[src/rtl/rsl_pkg.sv]
// Shared types and constants for the ranked sorted list.
`timescale 1ns / 1ps
`default_nettype none

package rsl_pkg;

    localparam int POS_BITS = 10;

    localparam logic MODE_INSERT = 1'b0;
    localparam logic MODE_REMOVE = 1'b1;

    localparam logic STATUS_OK   = 1'b0;
    localparam logic STATUS_FULL = 1'b1;

    typedef enum logic [1:0] {
        ST_IDLE,
        ST_SHIFT,
        ST_ENC1,
        ST_ENC2
    } t_state;

    // Broadcast to every cell during the shift cycle.
    typedef struct packed {
        logic ins;
        logic rem;
    } t_cell_ctl;

endpackage

`default_nettype wire

[src/rtl/rsl_encode.sv]
// Two-stage one-hot to binary encoder for the insert slot.
`timescale 1ns / 1ps
`default_nettype none

module rsl_encode
    import rsl_pkg::*;
#(
    parameter int CAPACITY = 1024,
    parameter int IDX_BITS = 10
) (
    input  wire                 i_clk,
    input  wire                 i_load,
    input  wire [CAPACITY-1:0]  i_hit,
    output logic [IDX_BITS-1:0] o_rank
);

    localparam int HI_BITS = IDX_BITS / 2;
    localparam int LO_BITS = IDX_BITS - HI_BITS;
    localparam int GS      = 1 << LO_BITS;
    localparam int NG      = 1 << HI_BITS;
    localparam int PAD     = NG * GS;

    logic [PAD-1:0]     r_hit;
    logic [LO_BITS-1:0] r_lo  [NG];
    logic [NG-1:0]      r_grp;
    logic [LO_BITS-1:0] n_lo  [NG];
    logic [NG-1:0]      n_grp;

    always_ff @(posedge i_clk) begin
        if (i_load) begin
            r_hit <= PAD'(i_hit);
        end
    end

    // Stage 1: index within each group.
    always_comb begin
        for (int g = 0; g < NG; g++) begin
            n_lo[g]  = '0;
            n_grp[g] = |r_hit[g*GS +: GS];
            for (int j = 0; j < GS; j++) begin
                if (r_hit[g*GS + j]) begin
                    n_lo[g] = n_lo[g] | LO_BITS'(j);
                end
            end
        end
    end

    always_ff @(posedge i_clk) begin
        r_grp <= n_grp;
        for (int g = 0; g < NG; g++) begin
            r_lo[g] <= n_lo[g];
        end
    end

    // Stage 2: merge groups; exactly one group hits.
    always_comb begin
        o_rank = '0;
        for (int g = 0; g < NG; g++) begin
            if (r_grp[g]) begin
                o_rank = o_rank | (IDX_BITS'(g) << LO_BITS) | IDX_BITS'(r_lo[g]);
            end
        end
    end

endmodule

`default_nettype wire

[config.mk]
export PLATFORM = sky130hd
export DESIGN_NAME = rsl_encode
export DESIGN_NICKNAME = d
export VERILOG_FILES = /design/src/rtl/rsl_pkg.sv /design/src/rtl/rsl_encode.sv
export SDC_FILE = /design/constraint.sdc
export NUM_CORES = 1
export LEC_CHECK = 0
export BUFFER_PORTS_ARGS = -buffer_cell sky130_fd_sc_hd__buf_2
export CAP_MARGIN = 5
export CORE_AREA = 2 2 408 410
export CTS_BUF_LIST = sky130_fd_sc_hd__clkbuf_2 sky130_fd_sc_hd__clkbuf_4 sky130_fd_sc_hd__clkbuf_8
export DETAILED_ROUTE_END_ITERATION = 10
export DIE_AREA = 0 0 410 412
export SLEW_MARGIN = 20
export SYNTH_ARGS = -nofsm -noshare
export SYNTH_HDL_FRONTEND = slang
export SYNTH_SLANG_ARGS = --single-unit
[constraint.sdc]
create_clock -name i_clk -period 2.65 [get_ports i_clk]
set_clock_uncertainty 0.05 [all_clocks]
set_input_delay 0.53 -clock i_clk [delete_from_list [all_inputs] [get_ports i_clk]]
set_output_delay 0.53 -clock i_clk [all_outputs]
set_load 0.1 [all_outputs]
-- Word-level counts from Yosys, hierarchy flattened
Memories as Yosys holds them, arrays and structs flattened.
Index checks and enable logic that the tools add are counted.
- mux-type cells: 1024
- bitwise gates (word level): 31
- reduce and logical (&&, ||, !) cells: 32
- operators by type and width (cell ; number):
    5-bit two-way mux ; 513
    4-bit two-way mux ; 256
    32-bit OR reduction ; 32
    3-bit two-way mux ; 128
    10-bit two-way mux ; 31
    10-bit by 5-bit bitwise OR with 10-bit output ; 30
    2-bit two-way mux ; 64
    1-bit two-way mux ; 32
    6-bit by 5-bit bitwise OR with 6-bit output ; 1
- register bits after elaboration: 1056
- RAM bits: 160
- input port bits: 1026
- output and inout bits: 10
- logic and storage cells: 1090
- memories kept: 1
- memories (name ; words ; bits a word ; read ports ; clocked after Yosys merged registers in ; wr ports ; line ; source):
    r_lo ; 32 ; 5 ; 32 ; 0 ; 32 ; rsl_encode.sv:24 ; logic [LO_BITS-1:0] r_lo [NG];

-- Depth between registers and ports, before layout
An unclocked memory read counts as a cell.
- depth in word-level cells: 64
- gate-level depth with buffers: 3
- mapped depth without buffers: 3

-- Worst setup path before layout
Ideal clock, no wire load.
- path kind: register to output
- start point: register r_grp[25]
- end point: output o_rank[5]
- arrival: 1.850 ns
- data required time: 2.070 ns
- setup slack: 0.220 ns
- cell stages (with the launch flop): 3
- buffers on the path: 0
- cells stage by stage: dfxtp_1 or4_1 nand4b_1
- word-level cells in the longest chain between the ends: 10
- ends and longest elaborated chain (item ; line ; source):
    start: declaration ; rsl_encode.sv:25 ; logic [NG-1:0] r_grp;
    start signal: assignment ; rsl_encode.sv:49 ; r_grp <= n_grp;
    10-bit two-way mux (*) ; rsl_encode.sv:59 ; if (r_grp[g]) begin
    10-bit by 5-bit bitwise OR with 10-bit output ; rsl_encode.sv:60 ; o_rank = o_rank | (IDX_BITS'(g) << LO_BITS) | IDX_BITS'(r_lo[g]);
    10-bit two-way mux (*) (2 in series) ; rsl_encode.sv:59 ;
    10-bit by 5-bit bitwise OR with 10-bit output ; rsl_encode.sv:60 ;
    10-bit two-way mux (*) (2 in series) ; rsl_encode.sv:59 ;
    10-bit by 5-bit bitwise OR with 10-bit output ; rsl_encode.sv:60 ;
    10-bit two-way mux (*) (2 in series) ; rsl_encode.sv:59 ;
    end: declaration ; rsl_encode.sv:14 ; output logic [IDX_BITS-1:0] o_rank
Every way passes the cells marked *; elsewhere a longest branch is shown, timed or not.

-- Final worst setup path
- start point: register r_grp[2]
- end point: output o_rank[1]
- word-level cells in the longest chain between the ends: 59
- ends and longest elaborated chain (item ; line):
    10-bit two-way mux (*) ; rsl_encode.sv:59
    10-bit by 5-bit bitwise OR with 10-bit output ; rsl_encode.sv:60
    10-bit two-way mux (*) ; rsl_encode.sv:59
    10-bit by 5-bit bitwise OR with 10-bit output ; rsl_encode.sv:60
    10-bit two-way mux (*) ; rsl_encode.sv:59
    10-bit by 5-bit bitwise OR with 10-bit output ; rsl_encode.sv:60
    10-bit two-way mux (*) ; rsl_encode.sv:59
    10-bit by 5-bit bitwise OR with 10-bit output ; rsl_encode.sv:60
    [... 43 more ...] ; -
    10-bit by 5-bit bitwise OR with 10-bit output ; rsl_encode.sv:60
    10-bit two-way mux (*) ; rsl_encode.sv:59
    10-bit by 5-bit bitwise OR with 10-bit output ; rsl_encode.sv:60
    10-bit two-way mux (*) ; rsl_encode.sv:59
    10-bit by 5-bit bitwise OR with 10-bit output ; rsl_encode.sv:60
    10-bit two-way mux (*) ; rsl_encode.sv:59
    10-bit by 5-bit bitwise OR with 10-bit output ; rsl_encode.sv:60
    10-bit two-way mux (*) ; rsl_encode.sv:59
Marked as above.

==> run_results.csv <==
group,metric,value,unit
run_status,status,"finished, violations left",
run_status,failed_checks,"negative setup slack",
timing,rsz0062_at_grt,"yes",
timing,relSlewSlack,0.488,
power,intPower,33300,uW
power,power_frac_comb,0.069,
floorplan,io_pins,1036,
routing,final_antenna_net_count,0,
timing,setup_slack,-412,ps
critical_path,cp_slowest_cell,"or4_4",
placement,dp_cells,5505,
min_path,hold_class,"in -> reg",
power,power_switching_share,0.236,
synthesis,netlist_area,0.0407,sq mm
timing,setup_viol,10,
timing,hold_violations,0,
power,clockPowerShare,0.401,
global_route,grt-ovfl-total,0,
layout,final_nets,5576,
run,cap_violations,0,
critical_path,crit_chain,"a22oi_2, nand4_1, or4_4, buf_12",
timing,tightestPinTransition,761,ps
critical_path,cp.required,2070,ps
floorplan,initial_core_util,0.248,
placement,place_ws,109,ps
synthesis,synth.distinct_cells,24,
critical_path,crit_arrival,2480,ps
placement,place.gp.congestion,0.957,
floorplan,die_x,410,um
timing,fmax,0.327,GHz
critical_path,endpoint_kind,"output pin",
synthesis,synth_seq_cells,1216,
critical_path,crit_type,"reg -> out",
synthesis,yosys_warnings,0,
routing,drt-initial-drc-count,3225,
routing,wl,185,mm
timing,finalCritPeriodShare,1.16,
layout,mostFrequentLayoutCells,"dlygate4sd3_1 (1,025), buf_2 (1,024), edfxtp_1 (1,024), nor4_1 (269), clkbuf_8 (210)",
power,p_switching,10300,uW
floorplan,die_height,412,um
clock_network,htree_num_levels,4,
routing,routedWlPerCell,26.6,um
critical_path,start_kind,"register",
routing,vias,33100,
layout,drive_above_1_share,0.324,
power,ir_drop,0.000626,V
clock_network,root_buffer,"clkbuf_8",
placement,io_buffers,1035,
floorplan,core,0.164,sq mm
synthesis,synth_seq_area_share,0.849,
global_route,grt_max_degree,104,
floorplan,die_area,0.169,sq mm
floorplan,rows,149,
clock_network,clk_pin_slew,70,ps
global_route,track_usage,0.210,
critical_path,critPathMaxFanout,6,
synthesis,syn_avg_cell_area,18.3,sq um
timing,final_max_slew_viol_count,0,
global_route,grt_pass1_vias,34700,
layout,final_cells,6963,
clock_network,clk_latency,940,ps
power,p_seq_frac,0.530,
power,power.leakage,0.0234,uW
routing,drt_first_pass_iters,6,
timing,finalSetupTns,-3380,ps
synthesis,syn_nets,3250,
timing,finalCriticalPeriod,3060,ps
clock_network,clockBufferDepth,3,
layout,area_growth,58.1,%
placement,dp_hpwl,137,mm
clock_network,cts_tree,"built",
clock_network,numCtsBuffers,201,
global_route,antenna_found_initial,94,
synthesis,synth_cells,2224,
power,cellPowerDensity,678,mW/mm^2
layout,layout.cells.most_common,"dlygate4sd3_1",
critical_path,cpPeakStageDelay,610,ps
routing,viasPerCell,4.75,
routing,drc,0,
clock_network,cts.sinks,1216,
global_route,grt_pass1_wl,250,mm
[critical path: cells and delay by family (launching register included)]
kind | cells | cell delay (ps)
flops | 1 | 420
simple gates | 2 | 760
buf+inv | 1 | 190
compound gates | 1 | 170
[cell usage after synthesis]
master / instances / area share
or4_2: 1 / 0.00022
and4b_1: 7 / 0.0017
and2_1: 5 / 0.00077
nand2b_1: 6 / 0.00092
a22oi_1: 80 / 0.015
nand3_1: 64 / 0.0079
nor4b_1: 6 / 0.0013
nor3_1: 123 / 0.015
or2_2: 13 / 0.0020
or4_4: 1 / 0.00028
and3_1: 14 / 0.0022
nand4b_1: 12 / 0.0026
nand4_1: 114 / 0.018
nor2b_1: 6 / 0.00092
or2_1: 1 / 0.00015
nor4_1: 270 / 0.041
edfxtp_1: 1024 / 0.76
nand3b_1: 5 / 0.00092
nor2_1: 97 / 0.0089
or4_1: 122 / 0.022
or3_1: 33 / 0.0051
and4_1: 7 / 0.0015
nand2_1: 21 / 0.0019
dfxtp_1: 192 / 0.094
[metrics by stage]
| step | hold slack [ps] | total power (uW) | area, sq um | utilization |
|---|---|---|---|---|
| 3_3_place_gp | 391 | 25000 | 49200 | 0.300 |
| 4_1_cts | 134 | 43700 | 64100 | 0.390 |
| 2_1_floorplan | 356 | 23300 | 40700 | - |
| 3_5_place_dp | 383 | 25000 | 49200 | 0.300 |
| 5_1_grt | 159 | 45000 | 64300 | 0.392 |
| 6_report | 247 | 43600 | 64400 | 0.392 |
[metal layers]
metal	routed length (um)	up-vias	global-route usage	part of all wire
met1	70300	16300	0.246	0.38
met4	9240	14	0.102	0.050
met3	13700	491	0.0474	0.074
met5	88	-	0	0.00048
met2	91800	2132	0.364	0.50
li1	-	14200	-	-
[power by group through the flow]
stage                     Sequential (uW)  Combinational, uW  Clock, uW
after global routing                23200               3180      18700
after global placement              23400               1600          0
after detailed placement            23400               1630          0
after floorplan                     23000                274          0
after CTS                           23000               2940      17800
final                               23100               3020      17500
[area by class of cell]
class | count | area (sq um)
clock buffer | 259 | 3260
multi-input combinational | 1008 | 6410
fill | 14800 | 99900
tap | 2189 | 2740
sequential | 1216 | 34700
clock inverter | 111 | 940
timing repair buffer | 2123 | 16200
antenna | 57 | 143
[state kept, by name (all words and copies together), names as in the netlist]
register / cells
r_grp: 32
r_hit: 1024
r_lo: 160
[timing repair]
| item | in CTS | in global routing |
|---|---|---|
| endpoints found under the setup margin | 10 | 10 |
| resized for setup | 112 | 32 |
| setup buffers | 2 | 4 |
| hold buffers | 1025 | 0 |
| hold endpoints to repair | 1040 | 0 |
| pin swaps | 16 | 14 |
[logic make-up (layout without fill, tap and decap cells)]
logic type	after synthesis	after routing	share of synthesized area
AOI/OAI and AO/OA	80	80	0.0147
and+or+nand+nor	928	928	0.136
buffers and inverters	0	2493	0
DFF	1216	1216	0.849
other	0	57	0
[final timing paths]
check / cells after the start / start / slack (ps) / to
hold reg to reg: 1 / r_hit[992] / 390 / r_grp[31]
hold / removal: 2 / i_hit[173] / 250 / r_hit[173]
setup reg to reg: 3 / r_hit[351] / 370 / r_grp[10]
setup / recovery: 4 / r_grp[2] / -410 / o_rank[1]
Power figures use the tool's default switching activity.
