<file path="src/rtl/rsl_pkg.sv">
// Shared types and constants for the ranked sorted list.
`timescale 1ns / 1ps
`default_nettype none

package rsl_pkg;

    localparam int POS_BITS = 10;

    localparam logic MODE_INSERT = 1'b0;
    localparam logic MODE_REMOVE = 1'b1;

    localparam logic STATUS_OK   = 1'b0;
    localparam logic STATUS_FULL = 1'b1;

    typedef enum logic [1:0] {
        ST_IDLE,
        ST_SHIFT,
        ST_ENC1,
        ST_ENC2
    } t_state;

    // Broadcast to every cell during the shift cycle.
    typedef struct packed {
        logic ins;
        logic rem;
    } t_cell_ctl;

endpackage

`default_nettype wire

</file>
<file path="src/rtl/rsl_cell.sv">
// One list slot: holds a key, compares it and shifts with its neighbors.
`timescale 1ns / 1ps
`default_nettype none

module rsl_cell
    import rsl_pkg::*;
#(
    parameter int KEY_BITS = 17,
    parameter int CNT_BITS = 11,
    parameter int CELL_IDX = 0
) (
    input  wire                 i_clk,
    input  t_cell_ctl           i_ctl,
    input  wire [KEY_BITS-1:0]  i_new_key,
    input  wire [CNT_BITS-1:0]  i_count,
    input  wire [CNT_BITS-1:0]  i_rem_idx,
    input  wire [KEY_BITS-1:0]  i_left_key,
    input  wire [KEY_BITS-1:0]  i_right_key,
    input  wire                 i_left_ge,
    output logic [KEY_BITS-1:0] o_key,
    output logic                o_ge,
    output logic                o_hit
);

    localparam logic [CNT_BITS-1:0] MY_POS = CNT_BITS'(CELL_IDX);

    logic [KEY_BITS-1:0] r_key;
    logic [KEY_BITS-1:0] n_key;
    logic                w_valid;

    assign w_valid = MY_POS < i_count;
    // Valid keys >= new key form a prefix; the first cell past it is the slot.
    assign o_ge    = w_valid && (r_key >= i_new_key);
    assign o_hit   = !o_ge && i_left_ge;
    assign o_key   = r_key;

    always_comb begin
        n_key = r_key;
        if (i_ctl.ins) begin
            if (o_ge) begin
                n_key = r_key;
            end else if (o_hit) begin
                n_key = i_new_key;
            end else begin
                n_key = i_left_key;
            end
        end else if (i_ctl.rem) begin
            if (MY_POS >= i_rem_idx) begin
                n_key = i_right_key;
            end
        end
    end

    always_ff @(posedge i_clk) begin
        r_key <= n_key;
    end

endmodule

`default_nettype wire

</file>
<file path="config.mk">
export PLATFORM = sky130hd
export DESIGN_NAME = rsl_cell
export DESIGN_NICKNAME = d
export VERILOG_FILES = /design/src/rtl/rsl_pkg.sv /design/src/rtl/rsl_cell.sv
export SDC_FILE = /design/constraint.sdc
export NUM_CORES = 1
export LEC_CHECK = 0
export BUFFER_PORTS_ARGS = -buffer_cell sky130_fd_sc_hd__buf_2
export CORE_ASPECT_RATIO = 0.6
export CORE_MARGIN = 1.5
export CORE_UTILIZATION = 50
export DETAILED_ROUTE_END_ITERATION = 10
export PLACE_DENSITY_LB_ADDON = 0.12
export SLEW_MARGIN = 10
export SYNTH_ARGS = -nofsm -noshare
export SYNTH_HDL_FRONTEND = slang
export SYNTH_SLANG_ARGS = --single-unit
</file>
<file path="constraint.sdc">
create_clock -name i_clk -period 7.17 [get_ports i_clk]
set_input_delay 0.717 -clock i_clk [delete_from_list [all_inputs] [get_ports i_clk]]
set_output_delay 0.717 -clock i_clk [all_outputs]
set_load 0.02 [all_outputs]
</file>
[Word level (Yosys, flattened, before mapping)]
Index checks and enable logic that the tools add are counted.
Operators by class
  reduce and logical (&&, ||, !) cells: 6
  order comparisons: 3
  multiply operators: 0
  add/sub/neg operators: 0
  equality and inequality tests: 1
  muxes and demuxes: 5
  bitwise operators: 0
  shift-type cells: 0
  divide/modulo/power cells: 0
Operators with widths (count)
  2-to-1 mux 17 bit: 5
  >= comparator 17 bit: 1
  >= comparator 1 x 11 -> 1 bit, first input constant: 1
  less-than comparator 1 x 11 -> 1 bit, first input constant: 1
  nonzero test 2 bit: 2
  AND reduction 3 bit: 1
  logical AND 1 bit: 2
  != test 2 bit, second input constant: 1
  zero test 1 bit: 1
Storage, ports and cells
  flip-flop bits (word level): 17
  memories kept: 0
  output and inout port bits: 19
  input port bits: 77
  bits in latches: 0
  bits in writable memories: 0
  bits in read-only memories: 0

[Depth between registers and ports, before layout]
Gate-level depths: netlist (run 1).
  depth in word-level cells: 7
  gate-level depth with buffers: 9
  depth with buffers taken out: 7

[Worst setup path before layout (run 1)]
OpenSTA, ideal clock, no wires.
  path type: in2reg
  start point: in i_new_key[7]
  end point: reg r_key[0] (netlist: o_key[0]), enable pin
  path slack: 3.362 ns
  data required time: 6.755 ns
  library setup time: 0.415 ns
  arrival: 3.393 ns
  stages on the path: 7
  cell sequence: inv_1 > ha_1 > and4_1 > and3_4 > a211oi_4 > o22ai_1 > o21ai_0
On the way
  longest elaborated chain between the ends: 4
Ends and longest elaborated chain
  from (decl): line rsl_cell.sv:14  | input wire [KEY_BITS-1:0] i_new_key,
  >= comparator 17 bit: line rsl_cell.sv:33  | assign o_ge = w_valid && (r_key >= i_new_key);
  logical AND 1 bit: line rsl_cell.sv:33
  net o_ge: line rsl_cell.sv:21  | output logic o_ge,
  != test 2 bit (no source line)
  AND reduction 3 bit (no source line)
  to (signal assigned): line rsl_cell.sv:55  | r_key <= n_key;
  to (decl): line rsl_cell.sv:27  | logic [KEY_BITS-1:0] r_key;
The timed path passes the listed nets, and every way through them passes these cells.
A chain may end at the register's enable or synchronous reset.

[Worst setup path after layout (run 1)]
  start point: in i_new_key[6]
  end point: out o_hit
On the way
  longest elaborated chain between the ends: 4
Ends and longest elaborated chain
  >= comparator 17 bit: line rsl_cell.sv:33
  logical AND 1 bit: line rsl_cell.sv:33
  zero test 1 bit: line rsl_cell.sv:34  | assign o_hit = !o_ge && i_left_ge;
  logical AND 1 bit: line rsl_cell.sv:34
  to (decl): line rsl_cell.sv:22  | output logic o_hit
No other way between the ends.

==> run_results.csv, run 1 <==
group,metric,value,unit
run_status,status,"complete, no violations",
global_route,grt_pass1_vias,1682,
synthesis,avgSynthCellArea,10.0,um^2
power_and_ir_drop,finalPower,0.000363,W
layout,largest_reg_flops,17,
clock_tree,clkSinkCount,17,
clock_tree,path_clk_slew,0.07,ns
synthesis,synth_cells,189,
global_route,grtUsageMet3,5.64,%
sta,rsz0062_at_grt,"false",
synthesis,ys_seq_elements,17,
placement,place_area,0.00236,mm^2
global_route,grt_max_degree,21,
global_route,busiest_layer,"met2",
power_and_ir_drop,power.density,151,mW/mm^2
layout,layout-drive-gt1-share,47.8,%
setup_path,rr_worst_depth,6,
sta,final.setup.tns,0,ns
drt,dr.pass1.iters,4,
die,core_area,0.00366,mm^2
setup_path,crit_required,6.45,ns
die,die_w,82.5,um
layout,fin_area,0.00241,mm^2
placement,port_buffers,95,
drt,wl_per_cell,16.1,um
die,num_rows,17,
clock_tree,hold_buffers,0,
sta,setup_viol_count_final,0,
drt,vias,1909,
setup_path,cp_max_fo,19,
job,cap_violations,0,
global_route,track_usage,25.7,%
synthesis,synth_largest_area_cell,"edfxtp_1",
global_route,grt_use_met1,38.8,%
synthesis,syn_area,0.00190,mm^2
power_and_ir_drop,p_sw,0.000135,W
drt,wl,5210,um
die,ios,96,
layout,num_antenna_cells,0,
clock_tree,cts-root-buf,"clkbuf_8",
global_route,grt_pass1_wl,8060,um
power_and_ir_drop,peakVddDrop,0.0840,mV
synthesis,synth-seq-area-share,26.9,%
clock_tree,cts_resized,0,
layout,nets,371,
sta,slew_headroom,20.2,%
global_route,antenna_found_initial,0,
clock_tree,cts_tree,"yes",
setup_path,r2r_end,"o_key[8]",
sta,hold_viol_final,0,
clock_tree,cts-htree-levels,1,
setup_path,endpoint,"o_hit",
clock_tree,post-cts-setup-buffers,0,
power_and_ir_drop,leakage,1.22,nW
drt,viasPerCell,5.91,
power_and_ir_drop,p_int,0.000227,W
clock_tree,clk_path_buf_depth,2,
synthesis,synthDistinctLibCells,33,
global_route,met2_usage,39.0,%
power_and_ir_drop,p_comb_share,42.5,%
setup_path,endpoint_kind,"primary output",
drt,drc,0,
sta,finalClockSkew,0.00288,ns
setup_path,reg2reg_slack,3.90,ns
setup_path,critPathKind,"input pin to primary output",
sta,min_period,3.60,ns
power_and_ir_drop,p_sw_share,37.3,%
power_and_ir_drop,clkPwrFrac,20.7,%
sta,max_freq,0.278,GHz
synthesis,syn_nets,283,
clock_tree,cts_buffers,3,
power_and_ir_drop,seqPwrFrac,36.8,%
placement,post-dp-hpwl,3970,um
drt,drt_iter0_drc,140,
setup_path,crit_start,"i_new_key[6]",
layout,fin_util,65.8,%
hold_path,worstHoldStart,"i_right_key[9]",
setup_path,r2r-start,"o_key[6]",
synthesis,synth_area_leaders,"edfxtp_1 (27%), ha_1 (11%), mux2_2 (10%), mux2i_1 (9.0%), o2111ai_1 (7.8%)",
synthesis,netlist.area_leader.share,26.9,%
drt,ant_nets,0,
layout,syn_to_final_growth,26.8,%
clock_tree,clk_latency,0.25,ns
die,start_util,51.8,%
die,fp.dieH,50.7,um
hold_path,min_path_type,"input pin to register",
layout,stdcell_count,323,
sta,worstMarginPinSlew,1.19,ns
synthesis,synth_warnings,0,
die,dieArea,0.00418,mm^2
setup_path,start_kind,"input pin",
global_route,grt_remaining_overflow,0,
sta,finalCritPeriodShare,50.2,%
sta,drv_slew,0,
setup_path,cp.arrival,2.89,ns
placement,routabilityCongestion,0.901,
placement,place_inst,319,
==> cells in the final DEF, fill, tap and decap left out, types with 2 or more instances in the layout <==
| cell | n |
|---|---|
| o211ai_1 | 9 |
| and4_1 | 2 |
| mux2i_1 | 17 |
| o21ai_0 | 3 |
| a211oi_4 | 2 |
| nand4_1 | 2 |
| mux2_2 | 17 |
| a21oi_1 | 6 |
| nor4_1 | 4 |
| edfxtp_1 | 17 |
| inv_1 | 19 |
| clkbuf_8 | 3 |
| ha_1 | 17 |
| nand2_1 | 19 |
| nand3_1 | 2 |
| buf_2 | 95 |
| o211ai_2 | 10 |
| o2111ai_1 | 17 |
==> Yosys cell counts <==
library cell   n
edfxtp_1      17
nor3_1         1
nor2b_1        1
nand2_1       19
nor4b_1        1
nor4_1         4
a21oi_1        6
and3_4         1
o22a_1         1
o21ai_0        4
ha_1          17
a211oi_1       1
mux2_2        17
and3_1         1
o21ai_1        1
inv_1         19
nand2_2        1
nand4_1        2
o211ai_2      10
a211oi_4       2
mux2i_1       17
clkbuf_1       5
buf_6          1
buf_2          5
and4_4         1
nand3_1        2
and4_1         2
o21bai_1       1
o211ai_1       9
o2111ai_1     17
buf_12         1
a21boi_0       1
o22ai_1        1
==> critical path, cell delays in order <==
cell and delay (ns):
buf_2 0.10, inv_1 0.05, ha_1 0.30, and4_1 0.23
and3_4 0.19, a211oi_4 0.67, o22ai_1 0.26, nor2b_1 0.19
buf_2 0.18
==> cell type report <==
type / count / area (um^2)
Fill cell: 325 / 1250
Multi-Input combinational cell: 141 / 1240
Sequential cell: 17 / 510
Timing Repair Buffer: 95 / 475
Inverter: 19 / 71.3
Tap cell: 47 / 58.8
Clock buffer: 3 / 41.3
Clock inverter: 1 / 5.00
==> power groups by stage <==
stage / logic [W] / registers [W] / clock network, W
2_1_floorplan: 0.0000902 / 0.000148 / 0
3_3_place_gp: 0.000150 / 0.000135 / 0
3_5_place_dp: 0.000153 / 0.000135 / 0
4_1_cts: 0.000153 / 0.000133 / 0.0000748
5_1_grt: 0.000170 / 0.000134 / 0.0000806
6_report: 0.000154 / 0.000133 / 0.0000752
==> metrics by stage <==
stage | hold WS [ns] | worst slack [ns]
after detailed placement | 1.01 | 3.47
final | 0.745 | 3.57
after global placement | 1.00 | 3.58
after floorplan | 0.911 | 3.36
after global routing | 0.741 | 3.40
after CTS | 0.747 | 3.61
==> worst min-delay path by stage <==
| stage | endpoint | cells after the start |
|---|---|---|
| finish | o_key[9] | 3 |
| detailed placement | o_key[9] | 3 |
| CTS | o_key[9] | 3 |
| floorplan | o_key[15] | 2 |
| global route | o_key[9] | 3 |
| global placement | o_key[11] | 3 |
==> kinds of logic (layout without fill, tap and decap cells) <==
group | after synthesis | in the layout | share of synthesized area (%)
muxes | 34 | 34 | 19.1
and+or+nand+nor | 36 | 36 | 10.1
adders and majority gates | 17 | 17 | 11.2
buffers and inverters | 31 | 118 | 7.72
DFF | 17 | 17 | 26.9
AOI/OAI and AO/OA | 54 | 54 | 25.0
==> per-layer routing <==
| metal | share of wire (%) | vias up |
|---|---|---|
| met1 | 49 | 898 |
| met4 | 0.31 | 0 |
| met3 | 8.8 | 4 |
| met2 | 41 | 88 |
| met5 | 0 | - |
| li1 | - | 919 |
No activity file was read; power rests on OpenSTA's default activity.
==> run 2: changes to the inputs <==
--- a/config.mk
+++ b/config.mk
@@ -8,7 +8,7 @@
 export BUFFER_PORTS_ARGS = -buffer_cell sky130_fd_sc_hd__buf_2
 export CORE_ASPECT_RATIO = 0.6
 export CORE_MARGIN = 1.5
-export CORE_UTILIZATION = 50
+export CORE_UTILIZATION = 46
 export DETAILED_ROUTE_END_ITERATION = 10
 export PLACE_DENSITY_LB_ADDON = 0.12
 export SLEW_MARGIN = 10
==> constraint.sdc (replaced) <==
create_clock -name i_clk -period 3.8 [get_ports i_clk]
set_input_delay 0.38 -clock i_clk [delete_from_list [all_inputs] [get_ports i_clk]]
set_output_delay 0.38 -clock i_clk [all_outputs]
set_load 0.02 [all_outputs]
==> run_results.csv, run 2 (synthesis results as in run 1) <==
group,metric,value,unit
run_status,status,"complete, no violations",
die,ios,96,
sta,min_period,2.96,ns
drt,wl_per_cell,15.8,um
die,dieArea,0.00453,mm^2
global_route,track_usage,23.9,%
placement,post-dp-hpwl,4080,um
sta,finalCritPeriodShare,77.9,%
power_and_ir_drop,power.density,283,mW/mm^2
clock_tree,cts-htree-levels,1,
setup_path,crit_required,3.42,ns
power_and_ir_drop,leakage,1.24,nW
sta,final.setup.tns,0,ns
setup_path,cp.arrival,2.58,ns
drt,drc,0,
sta,rsz0062_at_grt,"false",
clock_tree,cts-root-buf,"clkbuf_8",
layout,fin_area,0.00244,mm^2
layout,final_common_cell,"buf_2",
sta,max_freq,0.338,GHz
clock_tree,clk_latency,0.25,ns
setup_path,critPathKind,"register to primary output",
layout,fin_util,64.0,%
placement,port_buffers,95,
sta,finalClockSkew,0.00777,ns
layout,layout-drive-gt1-share,48.0,%
die,fp.dieH,52.7,um
die,num_rows,17,
clock_tree,clkSinkCount,17,
die,die_w,85.9,um
sta,drv_slew,0,
drt,ant_nets,0,
global_route,grt_use_met1,35.6,%
setup_path,endpoint_kind,"primary output",
clock_tree,clk_path_buf_depth,2,
global_route,grtUsageMet3,4.88,%
layout,fillers,319,
drt,dr.pass1.iters,4,
placement,routabilityCongestion,0.879,
power_and_ir_drop,peakVddDrop,0.186,mV
global_route,antenna_found_initial,0,
layout,syn_to_final_growth,28.6,%
sta,setup_viol_count_final,0,
clock_tree,path_clk_slew,0.07,ns
global_route,grt_pass1_wl,8270,um
drt,viasPerCell,5.76,
layout,largest_reg_flops,17,
layout,num_antenna_cells,0,
clock_tree,hold_buffers,0,
sta,worstMarginPinSlew,1.27,ns
sta,slew_headroom,15.0,%
drt,wl,5180,um
setup_path,cp_max_fo,10,
sta,hold_viol_final,0,
layout,nets,376,
drt,vias,1888,
clock_tree,cts_buffers,3,
hold_path,min_path_type,"input pin to register",
global_route,busiest_layer,"met2",
placement,place_area,0.00239,mm^2
die,core_area,0.00381,mm^2
setup_path,start_kind,"register",
clock_tree,cts_tree,"yes",
clock_tree,post-cts-setup-buffers,0,
global_route,grt_max_degree,21,
layout,mostFrequentLayoutCells,"buf_2 (95), inv_1 (19), nand2_1 (19)",
clock_tree,cts_resized,0,
job,cap_violations,0,
die,start_util,49.8,%
drt,drt_iter0_drc,73,
global_route,grt_remaining_overflow,0,
global_route,met2_usage,36.2,%
global_route,grt_pass1_vias,1720,
## run 2: cell count changes in the layout (fill, tap and decap cells not counted)
cell,delta
clkbuf_1,+1
buf_4,+5
o21ai_2,-1
o21ai_1,+1
clkinv_2,-1
## run 2: layout make-up
type / count / area, um^2 / share of cell area, %
Inverter: 19 / 71.3 / 2.92
Sequential cell: 17 / 510 / 20.9
Multi-Input combinational cell: 141 / 1240 / 50.8
Timing Repair Buffer: 100 / 513 / 21.0
Clock buffer: 4 / 45.0 / 1.85
Tap cell: 47 / 58.8 / 2.41
## run 2: path summary, 6_finish.rpt
kind	start	end	slack, ns	cells after the start
max	o_key[10]	o_hit	0.84	8
min	i_right_key[2]	o_key[2]	0.42	3
max reg2reg	o_key[10]	o_key[1]	1.03	8
min reg2reg	o_key[16]	o_key[3]	1.03	4
## run 2: per-layer routing
| metal | routed length [um] | vias to the layer above |
|---|---|---|
| li1 | - | 929 |
| met1 | 2580 | 862 |
| met2 | 2130 | 95 |
| met3 | 462 | 2 |
| met4 | 7 | 0 |
| met5 | 0 | - |
## run 2: metrics by stage
step / total power [W] / cells / setup slack [ns] / hold WS, ns
2_1_floorplan: 0.000449 / 189 / 0.222 / 0.574
3_3_place_gp: 0.000552 / 324 / 0.982 / 0.676
3_5_place_dp: 0.000555 / 324 / 0.950 / 0.671
4_1_cts: 0.000694 / 328 / 0.844 / 0.415
5_1_grt: 0.000737 / 328 / 0.639 / 0.408
6_report: 0.000691 / 328 / 0.839 / 0.415
## run 2: report_power, final
part	switching (W)	total [W]	leakage, nW	internal [W]
registers	0.0000136	0.000252	0.163	0.000238
clock network	0.0000640	0.000138	0.0228	0.0000745
logic	0.000174	0.000301	1.05	0.000127
total	0.000251	0.000691	1.24	0.000440
## run 2: worst max-delay path, cell delays in order, from the launching register on
cell	delay (ns)
edfxtp_1	0.42
ha_1	0.31
a211oi_1	0.22
o21bai_1	0.20
a211oi_4	0.41
buf_4	0.26
o22ai_1	0.18
nor2b_1	0.15
buf_2	0.17
